--- config.mk ---
export PLATFORM = sky130hd
export DESIGN_NAME = sms_segment_reassembly_tracker_unit
export DESIGN_NICKNAME = d
export VERILOG_FILES = /design/src/sv/srt_pkg.sv /design/src/sv/srt_ctrl.sv /design/src/sv/srt_datapath.sv /design/src/sv/sms_segment_reassembly_tracker_unit.sv
export SDC_FILE = /design/constraint.sdc
export NUM_CORES = 1
export LEC_CHECK = 0
export ABC_AREA = 1
export BUFFER_PORTS_ARGS = -buffer_cell sky130_fd_sc_hd__buf_2
export CAP_MARGIN = 5
export CORE_ASPECT_RATIO = 1.25
export CORE_MARGIN = 3
export CORE_UTILIZATION = 60
export DETAILED_ROUTE_END_ITERATION = 8
export PLACE_DENSITY_LB_ADDON = 0.05
export SETUP_SLACK_MARGIN = 0.1
export SYNTH_ARGS = -nofsm -noshare
export SYNTH_HDL_FRONTEND = slang
export SYNTH_SLANG_ARGS = --single-unit
export TNS_END_PERCENT = 100
--- constraint.sdc ---
create_clock -name clk -period 17 [get_ports clk]
set_input_delay 3.4 -clock clk [delete_from_list [all_inputs] [get_ports clk]]
set_output_delay 3.4 -clock clk [all_outputs]
set_load 0.05 [all_outputs]
--- src/sv/srt_pkg.sv ---
`default_nettype none

package srt_pkg;

  // table geometry, fixed by the field widths of the result item
  localparam int SLOT_COUNT = 4;
  localparam int MAX_PARTS  = 8;
  localparam int SLOT_IDX_W = 2;
  localparam int PIDX_W     = 3;
  localparam int MASK_W     = MAX_PARTS;

  // field widths
  localparam int TIME_W = 32;
  localparam int REF_W  = 16;
  localparam int SND_W  = 32;
  localparam int PART_W = 8;
  localparam int EXP_W  = 4;
  localparam int REP_W  = 8;
  localparam int RECV_W = 4;
  localparam int ACT_W  = 3;

  localparam logic [TIME_W-1:0] TIMEOUT_RESET = 32'd60000;

  // input item kinds
  localparam logic KIND_SEGMENT = 1'b0;
  localparam logic KIND_TICK    = 1'b1;

  // result actions
  typedef enum logic [ACT_W-1:0] {
    ACT_SINGLE    = 3'd0,
    ACT_WAITING   = 3'd1,
    ACT_COMPLETE  = 3'd2,
    ACT_DUPLICATE = 3'd3,
    ACT_DROPPED   = 3'd4,
    ACT_TIMEOUT   = 3'd5
  } action_t;

  typedef logic [SLOT_IDX_W-1:0] slot_idx_t;

  typedef struct packed {
    logic              kind;
    logic [TIME_W-1:0] now_time;
    logic [REF_W-1:0]  concat_ref;
    logic [SND_W-1:0]  sender_id;
    logic [PART_W-1:0] seg_num;
    logic [PART_W-1:0] total_parts;
  } in_item_t;

  typedef struct packed {
    logic [ACT_W-1:0]  action;
    slot_idx_t         slot_index;
    logic [PIDX_W-1:0] text_pos;
    logic [MASK_W-1:0] valid_mask;
    logic [EXP_W-1:0]  expected_count;
    logic [REP_W-1:0]  reported_count;
    logic              truncated;
    logic [REF_W-1:0]  group_ref;
    logic [SND_W-1:0]  group_sender;
  } out_item_t;

  // controller to datapath
  typedef struct packed {
    logic      load;
    logic      scan_en;
    slot_idx_t scan_idx;
    logic      commit;
  } srt_cmd_t;

  // datapath to controller
  typedef struct packed {
    logic has_result;
  } srt_status_t;

endpackage

`default_nettype wire

--- src/sv/srt_ctrl.sv ---
`default_nettype none

module srt_ctrl import srt_pkg::*; (
  input  wire logic        clk,
  input  wire logic        rst_n,
  input  wire logic        in_valid,
  output logic             in_stall,
  input  wire logic        out_stall,
  output logic             out_valid,
  input  wire srt_status_t status,
  output srt_cmd_t         cmd
);

  typedef enum logic [1:0] {
    ST_IDLE,
    ST_SCAN,
    ST_APPLY
  } state_t;

  state_t    state_r;
  slot_idx_t scan_idx_r;
  logic      out_valid_r;

  // commands decoded from the current state
  always_comb begin
    cmd.load     = (state_r == ST_IDLE) && in_valid;
    cmd.scan_en  = (state_r == ST_SCAN);
    cmd.scan_idx = scan_idx_r;
    cmd.commit   = (state_r == ST_APPLY) && (!out_valid_r || !out_stall);
  end

  assign in_stall  = (state_r != ST_IDLE);
  assign out_valid = out_valid_r;

  // sequencer: accept, walk the slots, apply and hand over the result
  always_ff @(posedge clk) begin
    if (!rst_n) begin
      state_r     <= ST_IDLE;
      scan_idx_r  <= '0;
      out_valid_r <= 1'b0;
    end else begin
      if (cmd.commit && status.has_result) begin
        out_valid_r <= 1'b1;
      end else if (!out_stall) begin
        out_valid_r <= 1'b0;
      end
      unique case (state_r)
        ST_IDLE: begin
          scan_idx_r <= '0;
          if (in_valid) begin
            state_r <= ST_SCAN;
          end
        end
        ST_SCAN: begin
          scan_idx_r <= scan_idx_r + slot_idx_t'(1);
          if (scan_idx_r == SLOT_IDX_W'(SLOT_COUNT - 1)) begin
            state_r <= ST_APPLY;
          end
        end
        ST_APPLY: begin
          if (cmd.commit) begin
            state_r <= ST_IDLE;
          end
        end
        default: begin
          state_r <= ST_IDLE;
        end
      endcase
    end
  end

endmodule

`default_nettype wire

--- src/sv/srt_datapath.sv ---
`default_nettype none

module srt_datapath import srt_pkg::*; (
  input  wire logic              clk,
  input  wire logic              rst_n,
  input  wire logic              cfg_we,
  input  wire logic [TIME_W-1:0] cfg_data,
  input  wire in_item_t          in_item,
  input  wire srt_cmd_t          cmd,
  output srt_status_t            status,
  output out_item_t              out_item
);

  // configuration and the item under work
  logic [TIME_W-1:0] timeout_r;
  in_item_t          item_r;
  out_item_t         out_item_r;

  // slot table
  logic              slot_used_r  [SLOT_COUNT];
  logic [REF_W-1:0]  slot_ref_r   [SLOT_COUNT];
  logic [SND_W-1:0]  slot_sender_r[SLOT_COUNT];
  logic [EXP_W-1:0]  slot_exp_r   [SLOT_COUNT];
  logic [REP_W-1:0]  slot_rep_r   [SLOT_COUNT];
  logic [RECV_W-1:0] slot_recv_r  [SLOT_COUNT];
  logic              slot_trunc_r [SLOT_COUNT];
  logic [MASK_W-1:0] slot_pv_r    [SLOT_COUNT];
  logic [TIME_W-1:0] slot_ft_r    [SLOT_COUNT];

  // scan results
  logic              hit_r;
  slot_idx_t         hit_idx_r;
  logic              free_found_r;
  slot_idx_t         free_idx_r;
  slot_idx_t         old_idx_r;
  logic [TIME_W-1:0] old_ft_r;
  logic [REF_W-1:0]  cand_ref_r;
  logic [SND_W-1:0]  cand_sender_r;
  logic [EXP_W-1:0]  cand_exp_r;
  logic [REP_W-1:0]  cand_rep_r;
  logic [RECV_W-1:0] cand_recv_r;
  logic              cand_trunc_r;
  logic [MASK_W-1:0] cand_pv_r;
  logic [TIME_W-1:0] cand_ft_r;

  // per-cycle view of the scanned slot
  logic              sc_used;
  logic [TIME_W-1:0] sc_ft;
  logic [TIME_W-1:0] sc_age;
  logic              sc_hit;

  always_comb begin
    sc_used = slot_used_r[cmd.scan_idx];
    sc_ft   = slot_ft_r[cmd.scan_idx];
    sc_age  = item_r.now_time - sc_ft;
    if (item_r.kind == KIND_TICK) begin
      sc_hit = sc_used && (sc_age >= timeout_r);
    end else begin
      sc_hit = sc_used && (slot_ref_r[cmd.scan_idx] == item_r.concat_ref)
               && (slot_sender_r[cmd.scan_idx] == item_r.sender_id);
    end
  end

  // apply step
  logic              pass;
  logic [EXP_W-1:0]  exp_new;
  logic              trunc_new;
  slot_idx_t         widx;
  logic [EXP_W-1:0]  b_exp;
  logic [REP_W-1:0]  b_rep;
  logic              b_trunc;
  logic [MASK_W-1:0] b_pv;
  logic [RECV_W-1:0] b_recv;
  logic [TIME_W-1:0] b_ft;
  logic [PART_W-1:0] pidx;
  logic [PIDX_W-1:0] bit_sel;
  logic [MASK_W-1:0] pv_upd;
  logic [RECV_W-1:0] recv_upd;
  logic [MASK_W-1:0] w_pv;
  logic [RECV_W-1:0] w_recv;
  logic              wr_slot;
  logic              clr_slot;
  logic              has_result;
  out_item_t         res;

  always_comb begin
    pass = (item_r.total_parts <= PART_W'(1)) || (item_r.seg_num == '0);
    trunc_new = item_r.total_parts > PART_W'(MAX_PARTS);
    if (item_r.total_parts == '0) begin
      exp_new = EXP_W'(1);
    end else if (trunc_new) begin
      exp_new = EXP_W'(MAX_PARTS);
    end else begin
      exp_new = item_r.total_parts[EXP_W-1:0];
    end

    // existing group or a fresh one in a free or evicted slot
    if (hit_r) begin
      widx    = hit_idx_r;
      b_exp   = cand_exp_r;
      b_rep   = (item_r.total_parts > cand_rep_r) ? item_r.total_parts : cand_rep_r;
      b_trunc = cand_trunc_r | trunc_new;
      b_pv    = cand_pv_r;
      b_recv  = cand_recv_r;
      b_ft    = cand_ft_r;
    end else begin
      widx    = free_found_r ? free_idx_r : old_idx_r;
      b_exp   = exp_new;
      b_rep   = item_r.total_parts;
      b_trunc = trunc_new;
      b_pv    = '0;
      b_recv  = '0;
      b_ft    = item_r.now_time;
    end

    pidx     = item_r.seg_num - PART_W'(1);
    bit_sel  = pidx[PIDX_W-1:0];
    pv_upd   = b_pv | (MASK_W'(1) << bit_sel);
    recv_upd = b_recv + RECV_W'(1);

    w_pv       = b_pv;
    w_recv     = b_recv;
    wr_slot    = 1'b0;
    clr_slot   = 1'b0;
    has_result = 1'b1;

    res.action         = ACT_DROPPED;
    res.slot_index     = widx;
    res.text_pos       = '0;
    res.valid_mask     = b_pv;
    res.expected_count = b_exp;
    res.reported_count = b_rep;
    res.truncated      = b_trunc;
    res.group_ref      = item_r.concat_ref;
    res.group_sender   = item_r.sender_id;

    priority if (item_r.kind == KIND_TICK) begin
      // timeout flush of the first due slot
      has_result         = hit_r;
      clr_slot           = hit_r;
      res.action         = ACT_TIMEOUT;
      res.slot_index     = hit_idx_r;
      res.valid_mask     = cand_pv_r;
      res.expected_count = cand_exp_r;
      res.reported_count = cand_rep_r;
      res.truncated      = cand_trunc_r;
      res.group_ref      = cand_ref_r;
      res.group_sender   = cand_sender_r;
    end else if (pass) begin
      res.action         = ACT_SINGLE;
      res.slot_index     = '0;
      res.valid_mask     = '0;
      res.expected_count = EXP_W'(1);
      res.reported_count = item_r.total_parts;
      res.truncated      = 1'b0;
    end else if (pidx >= PART_W'(b_exp)) begin
      wr_slot    = 1'b1;
      res.action = ACT_DROPPED;
    end else if (b_pv[bit_sel]) begin
      wr_slot    = 1'b1;
      res.action = ACT_DUPLICATE;
    end else begin
      res.text_pos   = bit_sel;
      res.valid_mask = pv_upd;
      if (recv_upd >= b_exp) begin
        clr_slot   = 1'b1;
        res.action = ACT_COMPLETE;
      end else begin
        wr_slot    = 1'b1;
        w_pv       = pv_upd;
        w_recv     = recv_upd;
        res.action = ACT_WAITING;
      end
    end
  end

  assign status.has_result = has_result;
  assign out_item          = out_item_r;

  // timeout register
  always_ff @(posedge clk) begin
    if (!rst_n) begin
      timeout_r <= TIMEOUT_RESET;
    end else if (cfg_we) begin
      timeout_r <= cfg_data;
    end
  end

  // item capture and scan bookkeeping
  always_ff @(posedge clk) begin
    if (!rst_n) begin
      hit_r        <= 1'b0;
      free_found_r <= 1'b0;
    end else if (cmd.load) begin
      hit_r        <= 1'b0;
      free_found_r <= 1'b0;
    end else if (cmd.scan_en) begin
      if (!hit_r && sc_hit) begin
        hit_r <= 1'b1;
      end
      if (!free_found_r && !sc_used) begin
        free_found_r <= 1'b1;
      end
    end
  end

  always_ff @(posedge clk) begin
    if (cmd.load) begin
      item_r <= in_item;
    end
    if (cmd.scan_en) begin
      if (!hit_r && sc_hit) begin
        hit_idx_r     <= cmd.scan_idx;
        cand_ref_r    <= slot_ref_r[cmd.scan_idx];
        cand_sender_r <= slot_sender_r[cmd.scan_idx];
        cand_exp_r    <= slot_exp_r[cmd.scan_idx];
        cand_rep_r    <= slot_rep_r[cmd.scan_idx];
        cand_recv_r   <= slot_recv_r[cmd.scan_idx];
        cand_trunc_r  <= slot_trunc_r[cmd.scan_idx];
        cand_pv_r     <= slot_pv_r[cmd.scan_idx];
        cand_ft_r     <= sc_ft;
      end
      if (!free_found_r && !sc_used) begin
        free_idx_r <= cmd.scan_idx;
      end
      // oldest first arrival, lowest index on a tie
      if ((cmd.scan_idx == '0) || (sc_ft < old_ft_r)) begin
        old_idx_r <= cmd.scan_idx;
        old_ft_r  <= sc_ft;
      end
    end
    if (cmd.commit && has_result) begin
      out_item_r <= res;
    end
  end

  // slot table write-back
  always_ff @(posedge clk) begin
    if (!rst_n) begin
      for (int i = 0; i < SLOT_COUNT; i++) begin
        slot_used_r[i] <= 1'b0;
      end
    end else if (cmd.commit) begin
      if (clr_slot) begin
        slot_used_r[widx] <= 1'b0;
      end else if (wr_slot) begin
        slot_used_r[widx] <= 1'b1;
      end
    end
  end

  always_ff @(posedge clk) begin
    if (cmd.commit && wr_slot) begin
      slot_ref_r[widx]    <= item_r.concat_ref;
      slot_sender_r[widx] <= item_r.sender_id;
      slot_exp_r[widx]    <= b_exp;
      slot_rep_r[widx]    <= b_rep;
      slot_recv_r[widx]   <= w_recv;
      slot_trunc_r[widx]  <= b_trunc;
      slot_pv_r[widx]     <= w_pv;
      slot_ft_r[widx]     <= b_ft;
    end
  end

endmodule

`default_nettype wire

--- src/sv/sms_segment_reassembly_tracker_unit.sv ---
`default_nettype none

// Multipart message segment tracker with a four-slot reassembly table.
// Input channel (in_valid / in_stall / in_item): one transfer is either a
// decoded segment or a timeout tick. Result channel (out_valid / out_stall /
// out_item): at most one result per input transfer; a tick with no slot due
// gives none. Configuration channel (cfg_valid / cfg_ready / cfg_data) writes
// the group timeout; cfg_ready is always high. Writes must go in while idle;
// the block does not enforce this. Each item takes an accept step, a scan
// step (one table slot per cycle, over every slot) and an apply step, with
// the result valid in the cycle after the apply step.
// The result sits in an output register, so the next item is accepted and
// scanned while a result is still stalled; its apply step waits until the
// output register is free.
// Reset (rst_n low, synchronous) empties every slot, drops any result held
// in the output register and sets the timeout to 60000 time units.
// The slot index and part index of a result address the external text store.

module sms_segment_reassembly_tracker_unit import srt_pkg::*; (
  input  wire logic              clk,
  input  wire logic              rst_n,
  input  wire logic              in_valid,
  output logic                   in_stall,
  input  wire in_item_t          in_item,
  output logic                   out_valid,
  input  wire logic              out_stall,
  output out_item_t              out_item,
  input  wire logic              cfg_valid,
  output logic                   cfg_ready,
  input  wire logic [TIME_W-1:0] cfg_data
);

  srt_cmd_t    cmd;
  srt_status_t status;

  assign cfg_ready = 1'b1;

  srt_ctrl u_ctrl (
    .clk       (clk),
    .rst_n     (rst_n),
    .in_valid  (in_valid),
    .in_stall  (in_stall),
    .out_stall (out_stall),
    .out_valid (out_valid),
    .status    (status),
    .cmd       (cmd)
  );

  srt_datapath u_datapath (
    .clk      (clk),
    .rst_n    (rst_n),
    .cfg_we   (cfg_valid && cfg_ready),
    .cfg_data (cfg_data),
    .in_item  (in_item),
    .cmd      (cmd),
    .status   (status),
    .out_item (out_item)
  );

  // an accepted item keeps the input side busy during the scan
  a_busy_after_accept: assert property (@(posedge clk) disable iff (!rst_n)
    in_valid && !in_stall |=> in_stall)
    else $error("input accepted again before the slot scan");

  // a single pass result always reports one expected part and no slot data
  a_single_shape: assert property (@(posedge clk) disable iff (!rst_n)
    out_valid && (out_item.action == ACT_SINGLE) |->
      (out_item.expected_count == EXP_W'(1)) && (out_item.valid_mask == '0))
    else $error("single pass result with slot data");

  // timeout flushes carry no part position
  a_timeout_pidx: assert property (@(posedge clk) disable iff (!rst_n)
    out_valid && (out_item.action == ACT_TIMEOUT) |-> (out_item.text_pos == '0))
    else $error("timeout result with a part index");

endmodule

`default_nettype wire
-- Word level (Yosys, flattened, before mapping)
Memories as Yosys holds them, arrays and structs flattened. A register that Yosys moved wholly into a read port is not among the register bits.
Cells that the tools add are included.
W data, S select, Z words.
- bits in registers: 331
- RAM bits: 424
- input port bits: 134
- logic and storage cells: 173
- memories: 9
- memory list (memory ; words ; width ; read ports ; clocked after Yosys merged registers in ; wr ports ; line ; source):
    u_datapath.slot_ft_r ; 4 ; 32 ; 1 ; 1 ; 1 ; srt_datapath.sv:28 ; logic [TIME_W-1:0] slot_ft_r [SLOT_COUNT];
    u_datapath.slot_sender_r ; 4 ; 32 ; 1 ; 1 ; 1 ; srt_datapath.sv:22 ; logic [SND_W-1:0] slot_sender_r[SLOT_COUNT];
    u_datapath.slot_ref_r ; 4 ; 16 ; 1 ; 1 ; 1 ; srt_datapath.sv:21 ; logic [REF_W-1:0] slot_ref_r [SLOT_COUNT];
    u_datapath.slot_pv_r ; 4 ; 8 ; 1 ; 1 ; 1 ; srt_datapath.sv:27 ; logic [MASK_W-1:0] slot_pv_r [SLOT_COUNT];
    u_datapath.slot_rep_r ; 4 ; 8 ; 1 ; 1 ; 1 ; srt_datapath.sv:24 ; logic [REP_W-1:0] slot_rep_r [SLOT_COUNT];
    u_datapath.slot_exp_r ; 4 ; 4 ; 1 ; 1 ; 1 ; srt_datapath.sv:23 ; logic [EXP_W-1:0] slot_exp_r [SLOT_COUNT];
    +3 memories ; - ; - ; - ; - ; - ; - ;
- $add $sub $neg: 4
- $lt $le $gt $ge: 8
- eq/ne operators: 9
- shift operators: 1
- multiplexer cells: 78
- bitwise logic cells: 4
- reduce and logical (&&, ||, !) cells: 31
- operator list (cell ; count):
    $mux W8 ; 11
    $mux W48 ; 1
    $mux W2 ; 18
    $mux W4 ; 9
    $eq A32 B32 Y1 ; 1
    $ge A32 B32 Y1 ; 1
    $lt A32 B32 Y1 ; 1
    $mux W32 ; 1
    $sub A32 B32 Y32 ; 1
    $mux W1 ; 31
    $mux W21 ; 1
    $eq A16 B16 Y1 ; 1
    $logic_not A8 Y1 ; 2
    $mux W13 ; 1
    $logic_and A1 B1 Y1 ; 9
    $ge A8 B4 Y1 ; 1
    $gt A8 B4 Y1 const B ; 1
    $gt A8 B8 Y1 ; 1
    $le A8 B1 Y1 const B ; 1
    $or A8 B8 Y8 ; 1
    $shl A1 B3 Y8 const A ; 1
    $sub A8 B1 Y8 const B ; 1
    $mux W3 ; 2
    $ne A2 B1 Y1 const B ; 3
    other kinds (22) ; 34

-- Logic depth before layout (Yosys ltp)
Gate-level depths: netlist (run 1).
- depth after elaboration: 18
- mapped depth: 33

-- Hierarchy
A second synthesis (run 1) with hierarchy kept.
- cells, all modules: 2981
- area, all modules: 33764.9 um^2
- modules (own cells, without submodules) (module ; times used ; cells an instance ; area an instance (um^2) ; seq. area each (um^2)):
    srt_datapath ; 1 ; 2946 ; 33522.2 ; 22902.0
    srt_ctrl ; 1 ; 33 ; 231.5 ; 100.1
    sms_segment_reassembly_tracker_unit ; 1 ; 2 ; 11.3 ; 0.0

-- Least setup slack after synthesis (run 1)
OpenSTA, ideal clock, no wires.
- kind: in2reg
- start: input port out_stall
- end: memory u_datapath.slot_exp_r[1][0], enable pin
- library setup time: 697 ps
- data arrival time: 11024 ps
- required time: 16303 ps
- setup slack: 5279 ps
- stages on the path: 5
- path through: nand2_1 -> inv_1 -> nor3_1 -> nand3_1 -> nor3_1
- longest elaborated chain between the ends: 6
- ends and longest elaborated chain (item ; line ; source):
    from (decl) ; sms_segment_reassembly_tracker_unit.sv:26 ; input wire logic out_stall,
    $logic_not A1 Y1 ; srt_ctrl.sv:29 ; cmd.commit = (state_r == ST_APPLY) && (!out_valid_r || !out_stall);
    $logic_or A1 B1 Y1 ; srt_ctrl.sv:29 ;
    $logic_and A1 B1 Y1 ; srt_ctrl.sv:29 ;
    $logic_and A1 B1 Y1 ; srt_datapath.sv:253 ; if (cmd.commit && wr_slot) begin
    $mux W1 ; srt_datapath.sv:253 ;
    $mux W1 (implied by the code) ; srt_datapath.sv:256 ; slot_exp_r[widx] <= b_exp;
    to (decl) ; srt_datapath.sv:23 ;
No other way between the ends.

==> results of run 1 <==
cell usage after synthesis, types with 2 or more instances:
cell and n:
nor2_2 3, nand2_2 3, a21oi_1 142, buf_1 9, nand4_1 14, dfxtp_1 44, edfxtp_1 738, a21boi_0 4
o211ai_1 15, clkbuf_1 59, xor2_1 25, o31ai_1 4, a31oi_1 9, a32oi_1 30, o21a_1 4, o21ai_1 9
ha_1 119, nor3_1 16, buf_6 4, nand2_1 812, buf_4 5, o21ai_0 179, nor4_1 3, nand3_1 178
o22ai_1 30, a21o_1 7, xnor2_1 10, nor2_1 154, inv_2 5, or2_2 2, inv_1 302, a22o_1 4
buf_2 30, o21bai_1 7
final timing paths:
check | start | endpoint | slack [ns] | cells after the start
hold / removal | u_datapath.timeout_r[24] | u_datapath.timeout_r[24] | 0.46 | 2
setup / recovery | flop | u_datapath.cand_ref_r[1] | 9.13 | 24
setup reg to reg | flop | u_datapath.cand_ref_r[1] | 9.13 | 24
hold reg to reg | u_datapath.timeout_r[24] | u_datapath.timeout_r[24] | 0.46 | 2
cell families (layout without fill, tap and decap cells):
group | count (synthesis) | in the layout
AO/OA/AOI/OAI | 449 | 449
AND/OR/NAND/NOR | 1188 | 1188
adder cells (fa/ha/maj) | 120 | 120
buffers and inverters | 416 | 691
other | 1 | 2
XOR/XNOR | 36 | 36
flip-flops | 782 | 782
power groups by stage:
stage | sequential (mW) | clock (mW) | combinational [mW]
detailed placement | 2.21 | 0 | 0.397
global route | 2.17 | 1.74 | 0.457
finish | 2.17 | 1.64 | 0.401
global placement | 2.21 | 0 | 0.387
floorplan | 2.20 | 0 | 0.281
CTS | 2.17 | 1.67 | 0.401
layout make-up:
cell class                 count  share of cell area
clock buffer                  96             0.05302
timing repair buffer         243             0.03452
tap                          735             0.02416
multi-input combinational   1794              0.2418
antenna                        1          0.00006574
sequential                   782              0.6055
clock inverter                43             0.01016
inverter                     309             0.03070
per-layer routing:
layer	GRT usage	vias up
li1	-	10780
met1	0.3576	10940
met2	0.4660	778
met3	0.03112	163
met4	0.1060	0
met5	0	-
flip-flops by register name, indices dropped and copies added (netlist names), 4 cells and up, named ones only:
signal                    count
u_datapath.cand_exp_r         4
u_datapath.cand_ft_r         32
u_datapath.cand_pv_r          8
u_datapath.cand_recv_r        4
u_datapath.cand_ref_r        16
u_datapath.cand_rep_r         8
u_datapath.cand_sender_r     32
u_datapath.item_r            97
u_datapath.old_ft_r          32
u_datapath.out_item          77
u_datapath.slot_exp_r        16
u_datapath.slot_ft_r        128
u_datapath.slot_pv_r         32
u_datapath.slot_recv_r       16
u_datapath.slot_ref_r        64
u_datapath.slot_rep_r        32
u_datapath.slot_sender_r    128
u_datapath.slot_trunc_r       4
u_datapath.slot_used_r        4
u_datapath.timeout_r         32
worst max-delay path, delay by kind of cell (launching register included):
family	cells	cell delay (ns)
buf+inv	6	3.25
compound gates	6	1.83
flops	1	0.31
simple gates	9	1.13
fa+ha+maj	2	0.68
xor+xnor	1	0.18
stage by stage:
step / power [mW] / instance area (µm²) / hold WS [ns] / utilization
after global routing: 4.372 / 38060 / 0.4791 / 0.6873
after global placement: 2.599 / 35630 / 0.4507 / 0.6434
after CTS: 4.240 / 38030 / 0.4650 / 0.6868
after floorplan: 2.479 / 33860 / 0.4353 / -
after detailed placement: 2.610 / 35630 / 0.4562 / 0.6434
final: 4.214 / 38060 / 0.4635 / 0.6874
==> flow_summary.yaml, run 1 <==
synth:
  syn-instance-count: 2992
  ys_warn_count: 0
  synth_fp_nets: 3246
  synth_fa_ha_area_frac: 0.04456
  avgSynthCellArea_um2: 11.32
  synth_top_area_frac: 0.6545
  yosys.area.top_type: "edfxtp_1"
  async_reset_ff_frac: 0
  synthXorXnorAreaFrac: 0.009533
  synth_cell_types: 47
  synthTopCellsByArea: "edfxtp_1, nand2_1, ha_1, inv_1, o21ai_0"
  ys_seq_elements: 782
  muxShareOfSynthArea: 0
  synth-simple-area-share: 0.1412
  synth_edf_count: 738
  synth_compound_area_frac: 0.07538
  ys_seq_area_frac: 0.6805
  syn_area_um2: 33860
  synthFlopType: "edfxtp_1"
  synth_top_family_by_area: "simple AND/OR/NAND/NOR gates"
placed_design:
  dp_hpwl_mm: 51.47
  preCtsSetupSlack_ns: 9.148
  portBuffers: 212
  dp.cells: 3862
  globalplace.congestion: 0.9327
critical_path:
  crit_chain: "buf_4 > clkinv_2 > buf_4 > a32oi_1 > inv_1 > ha_1 > a21o_1 > a31oi_1 > o21ai_0 > a21oi_1 > o211ai_1 > xor2_1 > ha_1 > nand2_1 > nor2_1 > nand4_1 > nor4_1 > nand3_1 > nand3_1 > nand2_1 > nand2_1 > nand2_1 > inv_4 > buf_4"
  worst_path_most_repeated_cell: "nand2_1"
  cp_max_fo: 63
  critPathLaunchType: "flop"
  arrival_ns: 8.10
  path_class: "reg2reg"
  slowest_delay_ns: 0.94
  critical-path-slowest-cell: "buf_4"
  cp-end-kind: "flop"
  cp.required_ns: 17.23
floorplanning:
  start_util: 0.6115
  die_w_um: 218.5
  dieArea_um2: 59340
  rows: 96
  pin_count: 214
  fp.dieH_um: 271.6
  core_area_um2: 55370
pwr:
  intPower_mw: 3.213
  ir_drop_mv: 0.09387
  sequentialPowerShare: 0.515
  p_sw_mw: 1.001
  clkPwrFrac: 0.390
  swShare: 0.2375
  powerDensity_nw_per_um2: 110.7
  p_comb_frac: 0.095
  p_leak_nw: 15.35
layout:
  n_fill_cell: 4121
  mostFrequentLayoutCells: "nand2_1, edfxtp_1, inv_1"
  final_common_cell: "nand2_1"
  drive_above_1_share: 0.1157
  nNetsFinal: 3460
  layout.cells.non_filler: 4003
  multi_input_area_um2: 9205
  seq_area_um2: 23050
  areaGrowthSynthToFinish_pct: 12.41
clock_tree:
  root_buffer: "clkbuf_16"
  numCtsBuffers: 76
  post_cts_buffers: 0
  clockBufferDepth: 3
  clock_sinks: 782
  cts_tree: "yes"
  ctsHoldBuffers: 0
  cts_resized: 0
  clock_latency_ns: 0.63
  clk_pin_slew_ns: 0.07
  h-tree-depth: 3
route:
  dr_wl_met3_mm: 4.468
  drt-met1-wl_mm: 33.13
  drt-total-wl_mm: 80.24
  first_iter_violations: 2032
  highest_layer: "met4"
  vias_per_cell: 5.661
  first_pass_iters: 6
  wl_met2_mm: 40.02
  drc: 0
  vias: 22660
  wl_per_cell_um: 20.05
  drtAntennaViolNets: 0
outcome:
  outcome: "complete, no violations"
grt:
  overflow: 0
  grt_first_pass_wirelength_mm: 124.6
  grt_pass1_vias: 22810
  grt_max_degree: 93
  grt_use_total: 0.2720
  antenna_found_initial: 1
timing:
  tightest_slew_ns: 1.063
  hold_viol: 0
  finalMaxSlewViolations: 0
  timing.fmax_mhz: 127.0
  min_period_ns: 7.873
  fin_worst_skew_ns: 0.02372
  final.setup.worst_slack_ns: 9.127
  grt_setup_unrepaired: "false"
  finalSetupViolations: 0
  max-slew-margin-rel: 0.2916
  post-route-period-util: 0.4631
  tns_ns: 0
flow_run:
  cap_violations: 0
min_path:
  hp-class: "reg2reg"
Note: power is estimated with default switching activity, not from simulation.
==> inputs of run 2 (changes only) <==
- clock period: 17 -> 7.4 ns (I/O delays scaled with it)
==> run 2 against run 1 <==
Compared with the run above:
- register-to-register slack worse by 8.2 ns
- final cell count is the same
- routed wire length grew 1.3%
- total power is 130% higher
- global-route usage increased by 0.17 points
- via count increased by 0.37%
- combinational power increased by 130%
- sequential share of layout area decreased by 0.29 points
- count of clock-buffer cells in the layout down 2
==> flow_summary.yaml, run 2 (synthesis results as in run 1) <==
timing:
  whs_ns: 0.4712
  hold_viol: 0
  grt_setup_unrepaired: "false"
  tightest_slew_ns: 1.031
  max-slew-margin-rel: 0.3123
  final.setup.worst_slack_ns: 0.9007
  timing.fmax_mhz: 153.9
  min_period_ns: 6.499
  finalSetupViolations: 0
  fin_worst_skew_ns: 0.02838
  post-route-period-util: 0.8783
  tns_ns: 0
  finalMaxSlewViolations: 0
pwr:
  p_sw_mw: 2.284
  powerDensity_nw_per_um2: 257.0
  clkPwrFrac: 0.398
  ir_drop_mv: 0.2369
  intPower_mw: 7.543
  p_comb_frac: 0.095
  sequentialPowerShare: 0.507
  p_leak_nw: 15.43
  swShare: 0.2324
grt:
  overflow: 0
  grt_pass1_vias: 22900
  grt_first_pass_wirelength_mm: 125.4
  grt_max_degree: 94
  grt_use_total: 0.2737
  antenna_found_initial: 1
clock_tree:
  clockBufferDepth: 3
  clock_latency_ns: 0.62
  clk_pin_slew_ns: 0.06
  cts_tree: "yes"
  h-tree-depth: 3
  numCtsBuffers: 76
  post_cts_buffers: 0
  root_buffer: "clkbuf_16"
  ctsHoldBuffers: 0
  cts_resized: 0
  clock_sinks: 782
floorplanning:
  fp.dieH_um: 271.6
  rows: 96
  dieArea_um2: 59340
  core_area_um2: 55370
  start_util: 0.6115
  pin_count: 214
  die_w_um: 218.5
critical_path:
  slowest_delay_ns: 0.63
  cp_max_fo: 72
  cp-end-kind: "flop"
  crit_chain: "inv_4 > nand2_1 > a32oi_1 > inv_1 > ha_1 > nand3_1 > nand2_1 > a21boi_0 > o21ai_0 > a21oi_1 > o21bai_1 > nand2_1 > nand3_1 > nand2_1 > ha_1 > nand4_1 > nor4_1 > nand3_1 > nand3_1 > nand2_1 > nand2_1 > nand2_1 > inv_4 > buf_12"
  worst_path_most_repeated_cell: "nand2_1"
  cp.required_ns: 7.68
  arrival_ns: 6.78
  critPathLaunchType: "flop"
  critical-path-slowest-cell: "inv_4"
  path_class: "reg2reg"
layout:
  reg_top3: "u_datapath.slot_ft_r x128, u_datapath.slot_sender_r x128, u_datapath.item_r x97"
  layout.cells.non_filler: 4003
  areaGrowthSynthToFinish_pct: 12.95
  nNetsFinal: 3463
  final_common_cell: "nand2_1"
  mostFrequentLayoutCells: "nand2_1, edfxtp_1, inv_1"
  n_fill_cell: 3981
  drive_above_1_share: 0.1176
  fin_util: 0.6907
placed_design:
  portBuffers: 212
  preCtsSetupSlack_ns: 1.068
  dp.cells: 3866
  dp_hpwl_mm: 52.46
  globalplace.congestion: 0.9024
route:
  drc: 0
  drtAntennaViolNets: 0
  vias: 22740
  first_pass_iters: 5
  wl_per_cell_um: 20.30
  drt-total-wl_mm: 81.27
  first_iter_violations: 2016
  vias_per_cell: 5.682
outcome:
  outcome: "complete, no violations"
flow_run:
  cap_violations: 0
min_path:
  hp-class: "reg2reg"
-- run 2: path summary, 6_finish.rpt --
check	from	end	slack, ns	depth (start not counted)
worst min register to register	u_datapath.timeout_r[17]	u_datapath.timeout_r[17]	0.47	2
worst max-delay path	flop	u_datapath.cand_sender_r[26]	0.90	24
worst max register to register	flop	u_datapath.cand_sender_r[26]	0.90	24
worst min-delay path	u_datapath.timeout_r[17]	u_datapath.timeout_r[17]	0.47	2
-- run 2: final cells by class --
class | count | area, µm² | area share
tap | 735 | 919.6 | 0.02405
sequential | 782 | 23050 | 0.6026
clock buffer | 94 | 2041 | 0.05336
clock inverter | 40 | 476.7 | 0.01246
antenna | 3 | 7.507 | 0.0001963
timing repair buffer | 246 | 1379 | 0.03605
inverter | 309 | 1169 | 0.03056
multi-input combinational | 1794 | 9205 | 0.2407
-- run 2: power groups by stage --
| stage | clock network (mW) | logic, mW | registers (mW) |
|---|---|---|---|
| after floorplan | 0 | 0.645 | 5.05 |
| after global placement | 0 | 0.898 | 5.08 |
| after detailed placement | 0 | 0.921 | 5.08 |
| after CTS | 3.98 | 0.930 | 4.98 |
| after global routing | 4.15 | 1.05 | 4.99 |
| final | 3.91 | 0.930 | 4.99 |
-- run 2: critical path: cells and delay by family, from the launching register on --
family	cells	cell delay [ns]
flops	1	0.50
simple gates	13	1.70
compound gates	5	1.62
buf+inv	4	1.52
fa+ha+maj	2	0.67
-- run 2: per-layer routing --
layer,wire length [µm],vias to the layer above,track usage
met3,4921,131,0.03448
met5,0,-,0
met2,40920,779,0.4730
li1,-,10790,-
met1,33370,11040,0.3599
met4,2053,0,0.09325
-- run 2: stage by stage --
step / instance area, µm² / total power, mW
after global routing: 38240 / 10.20
after global placement: 35720 / 5.974
after floorplan: 33860 / 5.695
after detailed placement: 35720 / 5.999
final: 38250 / 9.827
after CTS: 38240 / 9.894
